## src/design/ist_pkg.sv

```systemverilog
// Shared constants and types for the integer set table.
package ist_pkg;

    // Number of entries the table can hold.
    localparam int CAPACITY = 16;

    // Width of the stored entry count, wide enough to hold CAPACITY itself.
    localparam int COUNT_W = $clog2(CAPACITY + 1);

    // Width of one stored value.
    localparam int VALUE_W = 32;

    // Width of the reported entry count.
    localparam int ENTRY_COUNT_W = 5;

    // Request operation codes; the spare code behaves as a query.
    localparam logic [1:0] OP_QUERY  = 2'd0;
    localparam logic [1:0] OP_ADD    = 2'd1;
    localparam logic [1:0] OP_REMOVE = 2'd2;

    // Result status codes.
    localparam logic STATUS_OK   = 1'b0;
    localparam logic STATUS_FULL = 1'b1;

    // Per-cell control from the table controller.
    typedef struct packed {
        logic occupied;     // Cell lies below the stored count.
        logic append_here;  // Cell is the free slot that takes an appended value.
        logic remove_go;    // A remove transfer is being taken this cycle.
    } ist_cell_ctrl_t;

endpackage

```

## src/design/ist_cell.sv

```systemverilog
// One cell of the table: holds an entry, compares it and shifts it on removal.
module ist_cell (
    input  logic                                 clk,
    input  ist_pkg::ist_cell_ctrl_t              ctrl,
    input  logic signed [ist_pkg::VALUE_W-1:0]   probe,
    input  logic signed [ist_pkg::VALUE_W-1:0]   upper_entry,
    input  logic                                 hit_below,
    output logic                                 hit_upto,
    output logic signed [ist_pkg::VALUE_W-1:0]   entry
);
    import ist_pkg::*;

    logic signed [VALUE_W-1:0] entry_reg;
    logic                      hit;

    // Match only against occupied cells; the chain carries any match from below.
    assign hit      = ctrl.occupied && (entry_reg == probe);
    assign hit_upto = hit_below || hit;
    assign entry    = entry_reg;

    // An append writes the probe; a remove pulls the neighbour down from the match upwards.
    always_ff @(posedge clk)
    begin
        if (ctrl.append_here)
        begin
            entry_reg <= probe;
        end
        else if (ctrl.remove_go && hit_upto)
        begin
            entry_reg <= upper_entry;
        end
    end

endmodule

```

## src/design/integer_set_table.sv

```systemverilog
// Top level of the integer set table: cell row, entry count and result register.
// The table keeps up to 16 distinct signed 32-bit values in insertion order in a row of
// cells, each comparing its own entry with the request value in parallel. For each request
// the row is searched, updated and the result registered in the cycle the request transfer
// completes, so a new request is taken every cycle while the result register is free or
// being emptied. This rate rests on the update of the cell row, with its match chain running
// from the lowest cell upwards, in that same cycle. After reset the table is empty and ready
// at once.
module integer_set_table (
    input  logic                                      clk,
    input  logic                                      rst_n,
    input  logic                                      req_valid,
    output logic                                      req_stall,
    input  logic [1:0]                                operation,
    input  logic signed [ist_pkg::VALUE_W-1:0]        value,
    output logic                                      rsp_valid,
    input  logic                                      rsp_stall,
    output logic                                      was_present,
    output logic [ist_pkg::ENTRY_COUNT_W-1:0]         entry_count,
    output logic                                      status
);
    import ist_pkg::*;

    logic [COUNT_W-1:0]        count_reg;
    logic [COUNT_W-1:0]        count_next;
    logic                      rsp_valid_reg;
    logic                      was_present_reg;
    logic [ENTRY_COUNT_W-1:0]  entry_count_reg;
    logic                      status_reg;

    logic                      req_take;
    logic                      present;
    logic                      full;
    logic                      do_append;
    logic                      do_remove;
    logic                      status_next;

    logic [CAPACITY:0]         hit_chain;
    logic signed [VALUE_W-1:0] cell_entry [CAPACITY];

    // A request is taken unless a result is waiting and the consumer stalls.
    assign req_stall = rsp_valid_reg && rsp_stall;
    assign req_take  = req_valid && !req_stall;

    assign hit_chain[0] = 1'b0;
    assign present      = hit_chain[CAPACITY];
    assign full         = (count_reg == COUNT_W'(CAPACITY));

    // Decode the request into the table update and the result status.
    always_comb
    begin
        do_append   = 1'b0;
        do_remove   = 1'b0;
        status_next = STATUS_OK;
        count_next  = count_reg;
        unique case (operation)
            OP_ADD:
            begin
                if (!present)
                begin
                    if (full)
                    begin
                        status_next = STATUS_FULL;
                    end
                    else
                    begin
                        do_append  = req_take;
                        count_next = count_reg + COUNT_W'(1);
                    end
                end
            end
            OP_REMOVE:
            begin
                do_remove = req_take;
                if (present)
                begin
                    count_next = count_reg - COUNT_W'(1);
                end
            end
            default:
            begin
                count_next = count_reg;
            end
        endcase
    end

    // Row of cells; the top cell refills from itself on removal.
    for (genvar i = 0; i < CAPACITY; i++)
    begin : g_cell
        ist_cell_ctrl_t            ctrl;
        logic signed [VALUE_W-1:0] upper;

        assign ctrl.occupied    = (COUNT_W'(i) < count_reg);
        assign ctrl.append_here = do_append && (COUNT_W'(i) == count_reg);
        assign ctrl.remove_go   = do_remove;

        if (i == CAPACITY - 1)
        begin : g_top
            assign upper = cell_entry[i];
        end
        else
        begin : g_mid
            assign upper = cell_entry[i + 1];
        end

        ist_cell u_cell (
            .clk         (clk),
            .ctrl        (ctrl),
            .probe       (value),
            .upper_entry (upper),
            .hit_below   (hit_chain[i]),
            .hit_upto    (hit_chain[i + 1]),
            .entry       (cell_entry[i])
        );
    end

    // Entry count and result register.
    always_ff @(posedge clk or negedge rst_n)
    begin
        if (!rst_n)
        begin
            count_reg     <= '0;
            rsp_valid_reg <= 1'b0;
        end
        else
        begin
            if (req_take)
            begin
                count_reg     <= count_next;
                rsp_valid_reg <= 1'b1;
            end
            else if (!rsp_stall)
            begin
                rsp_valid_reg <= 1'b0;
            end
        end
    end

    // Result payload, loaded with each request transfer.
    always_ff @(posedge clk)
    begin
        if (req_take)
        begin
            was_present_reg <= present;
            entry_count_reg <= ENTRY_COUNT_W'(count_next);
            status_reg      <= status_next;
        end
    end

    assign rsp_valid   = rsp_valid_reg;
    assign was_present = was_present_reg;
    assign entry_count = entry_count_reg;
    assign status      = status_reg;

endmodule

```

## config.mk

```make
export PLATFORM = sky130hd
export DESIGN_NAME = integer_set_table
export DESIGN_NICKNAME = d
export VERILOG_FILES = /design/src/design/ist_pkg.sv /design/src/design/ist_cell.sv /design/src/design/integer_set_table.sv
export SDC_FILE = /design/constraint.sdc
export NUM_CORES = 1
export LEC_CHECK = 0
export ABC_AREA = 1
export BUFFER_PORTS_ARGS = -buffer_cell sky130_fd_sc_hd__buf_2
export CAP_MARGIN = 20
export CORE_MARGIN = 1
export CORE_UTILIZATION = 45
export CTS_CLUSTER_DIAMETER = 80
export DETAILED_ROUTE_END_ITERATION = 7
export PLACE_DENSITY_LB_ADDON = 0.05
export REMOVE_ABC_BUFFERS = 1
export SYNTH_ARGS = -nofsm -noshare
export SYNTH_HDL_FRONTEND = slang
export SYNTH_SLANG_ARGS = --single-unit
```

## constraint.sdc

```tcl
create_clock -name clk -period 4 [get_ports clk]
set_input_delay 0.8 -clock clk [delete_from_list [all_inputs] [get_ports clk]]
set_output_delay 0.8 -clock clk [all_outputs]
set_load 0.005 [all_outputs]
```

==> out/qor.txt <==
Drt pass-1 iters = 6
Crit-path cells = buf_2 -> inv_2 -> buf_4 -> buf_4 -> nand2_1 -> nand4_1 -> nor2_1 -> nand2_1 -> nor3_1 -> nand2_1 -> nand4_2 -> nor2_4 -> nand4_4 -> nor2_8 -> nand3_4 -> nor2_2 -> nand2_2 -> nor2_4 -> buf_4 -> nand3_2 -> buf_12 -> o21ai_4 -> clkbuf_16
Post-synth EDFFs = 519
Io pins = 47
Clock-pin slew on the worst setup and hold paths = 0.06 ns
FILL cells = 6621
Net Sw Frac = 0.2746
RD Place Congestion = 1.090
Post-synth top area cell = edfxtp_1
PwrDens = 340.3 nW/um^2
Critical path's top delay family = simple AND/OR/NAND/NOR gates
Slowest stage delay, CP = 0.53 ns
CTS max path bufs = 3
WL per Instance = 27.17 um
Hpwl dp = 115500 um
Routed Antenna Nets = 0
Skew final = 0.01966 ns
Total count of max-transition violations in the final report = 0
Power share of the clock group = 0.411
Register area = 15740 sq um
Pint = 9.957 mW
Share of the synthesized area in the top cell type = 0.4771
Mapped Cells = 3867
Most common cell in the netlist = nand2_1
Static Leakage = 17.28 nW
Worst setup SP type = input port
Post-synth top cells = 1155 x nand2_1, 519 x edfxtp_1, 287 x nor2_1, 249 x inv_1, 234 x o21ai_0
Detailed Route Iter0 Violations = 4576
Root buffer cell = clkbuf_16
Endpoints failing hold = 0
Place WS = -0.6503 ns
CP required = 4.40 ns
Status = completed
Net Sw Power = 3.769 mW
Vias in the first global route = 29404
Slowest CP cell = nor3_1
WP buf/inv = 7
Rel. slew slack = 0.5400
Worst Max-Slew Pin Slew = 0.6847 ns
Avg Cell Area, Syn = 8.447 sq um
Post-synth ARST share = 0.01143
Tcrit/Tclk final = 0.9850
Synth area leaders = edfxtp_1 48%, nand2_1 13%, xnor2_1 4.8%
DR vias = 31170
CP Data Arrival Time = 4.34 ns
Cell area after synthesis = 32670 sq um
Pin count of the biggest net entering global routing = 65
Inserted Clock Buffers = 60
CTS tree = done
Logic pwr share = 0.148
First-pass GRT wire length = 205300 um
IR drop worst, VDD = 0.3403 mV
Initial Util = 0.4562
Min cycle time layout = 3.940 ns
Layout cells sized above 1 = 0.2252
Fmax = 253.8 MHz
Grt total ovfl = 0
Unique masters post-synth = 56
Initial antenna violation count = 4
Core Area = 71610 sq um
Residual DRC = 0
Multi-input gate area = 14500 sq um
Endpoint class of the critical path = register
Total Power = 13.73 mW
Ys flop type = edfxtp_1
Die ar. = 73670 sq um
Number of setup violations in the final report = 0
Total track usage = 0.3889
Yosys warns = 0
MaxCap Viol Count = 0
Hold WC Path Type = in -> reg
Fin nets = 4411
Via/cell ratio = 5.810
Final setup margin = 0.05996 ns
RSZ-0062 raised after global routing = no
Area grow syn2layout = 23.47%
Chip height = 271.4 um
Worst skew pair latency = 0.64 ns
Num Clock Sinks = 525
Peak fanout along the critical path = 20
Routed wire length = 145800 um
Post-synthesis register bit count = 525
IO buf count = 46
Sequential share of power = 0.441
Sequential cell area fraction in the yosys report = 0.4817
Crit path kind = in -> reg
Chip width = 271.4 um
Max reg flops = 512
H-tree Lvls = 2
Row cnt = 98
[final cells by class]
cell class	count	area share
inverters	271	0.02525
diodes	2	0.0001241
multi-input cells	2828	0.3595
well taps	950	0.02947
clock inverters	36	0.009028
flip-flops and latches	525	0.3902
clock buffers	73	0.03897
repair buffers	680	0.1474
[power groups by stage]
stage / logic (mW) / clock network, mW / registers (mW)
2_1_floorplan: 0.709 / 0 / 6.17
3_3_place_gp: 1.93 / 0 / 6.17
3_5_place_dp: 1.93 / 0 / 6.17
4_1_cts: 1.95 / 5.66 / 6.05
5_1_grt: 2.10 / 5.83 / 6.06
6_report: 2.03 / 5.64 / 6.06
[worst reg2reg max path, delay by kind of cell (launching register included)]
kind	cells	cell delay (ns)
compound gates	1	0.15
simple gates	15	1.92
flops	1	0.44
buf+inv	6	1.08
[final timing paths]
path | cells past startpoint | endpoint | slack, ns | from
setup / recovery | 23 | g_cell[7].u_cell.entry[20] | 0.06 | value[22]
hold / removal | 3 | rsp_valid | 0.38 | rsp_stall
setup reg to reg | 22 | g_cell[7].u_cell.entry[20] | 0.19 | count_reg[3]
hold reg to reg | 2 | rsp_valid | 0.49 | rsp_valid
max in group asynchronous | 2 | count_reg[4] | 3.22 | rst_n
min in group asynchronous | 2 | count_reg[0] | 0.55 | rst_n
[metrics by stage]
stage / setup TNS (ns) / utilization / hold WS (ns) / cell area (sq um) / cells
floorplan: -1097.40 / - / 0.4825 / 31150 / 3624
global placement: -493.26 / 0.5334 / 0.4748 / 38200 / 5244
detailed placement: -479.88 / 0.5334 / 0.4899 / 38200 / 5244
CTS: 0 / 0.5610 / 0.3650 / 40170 / 5358
global route: 0 / 0.5632 / 0.3987 / 40330 / 5364
finish: 0 / 0.5632 / 0.3784 / 40330 / 5365
[placed cells by master (no fill, tap or decap), types with 44 or more instances in the layout]
master	instances
buf_12	71
buf_2	44
buf_4	557
clkbuf_16	64
edfxtp_1	519
inv_1	247
nand2_1	1153
nand3_1	101
nand4_1	152
nor2_1	284
nor3_1	58
o21ai_0	229
o21ai_1	231
o21ai_2	62
or2_2	101
xnor2_1	180
xor2_1	93
[metal layers]
| metal | track usage | wire length, um |
|---|---|---|
| met2 | 0.5666 | 60860 |
| met4 | 0.1947 | 8561 |
| met1 | 0.5381 | 58390 |
| met5 | 0 | 0 |
| met3 | 0.09421 | 17970 |
[cells by family after synthesis]
kind of cell             after synthesis  share of synthesized area
AND/OR/NAND/NOR                     1990                     0.2701
AO/OA/AOI/OAI                        558                    0.09476
flip-flops                           525                     0.4817
buffers and inverters                514                    0.07756
XOR/XNOR                             273                    0.07320
adder cells (fa/ha/maj)                7                   0.002681
[repair_timing]
action / 4_1_cts / 5_1_grt
hold buffers: 1 / 0
pin swaps: 1 / 2
gates resized for setup: 0 / 18
endpoints found under the hold margin: 6 / 0
setup endpoints to repair: 216 / 572
cloned: 0 / 4
buffers inserted: 4 / 1
No activity file was read; power rests on OpenSTA's default activity.
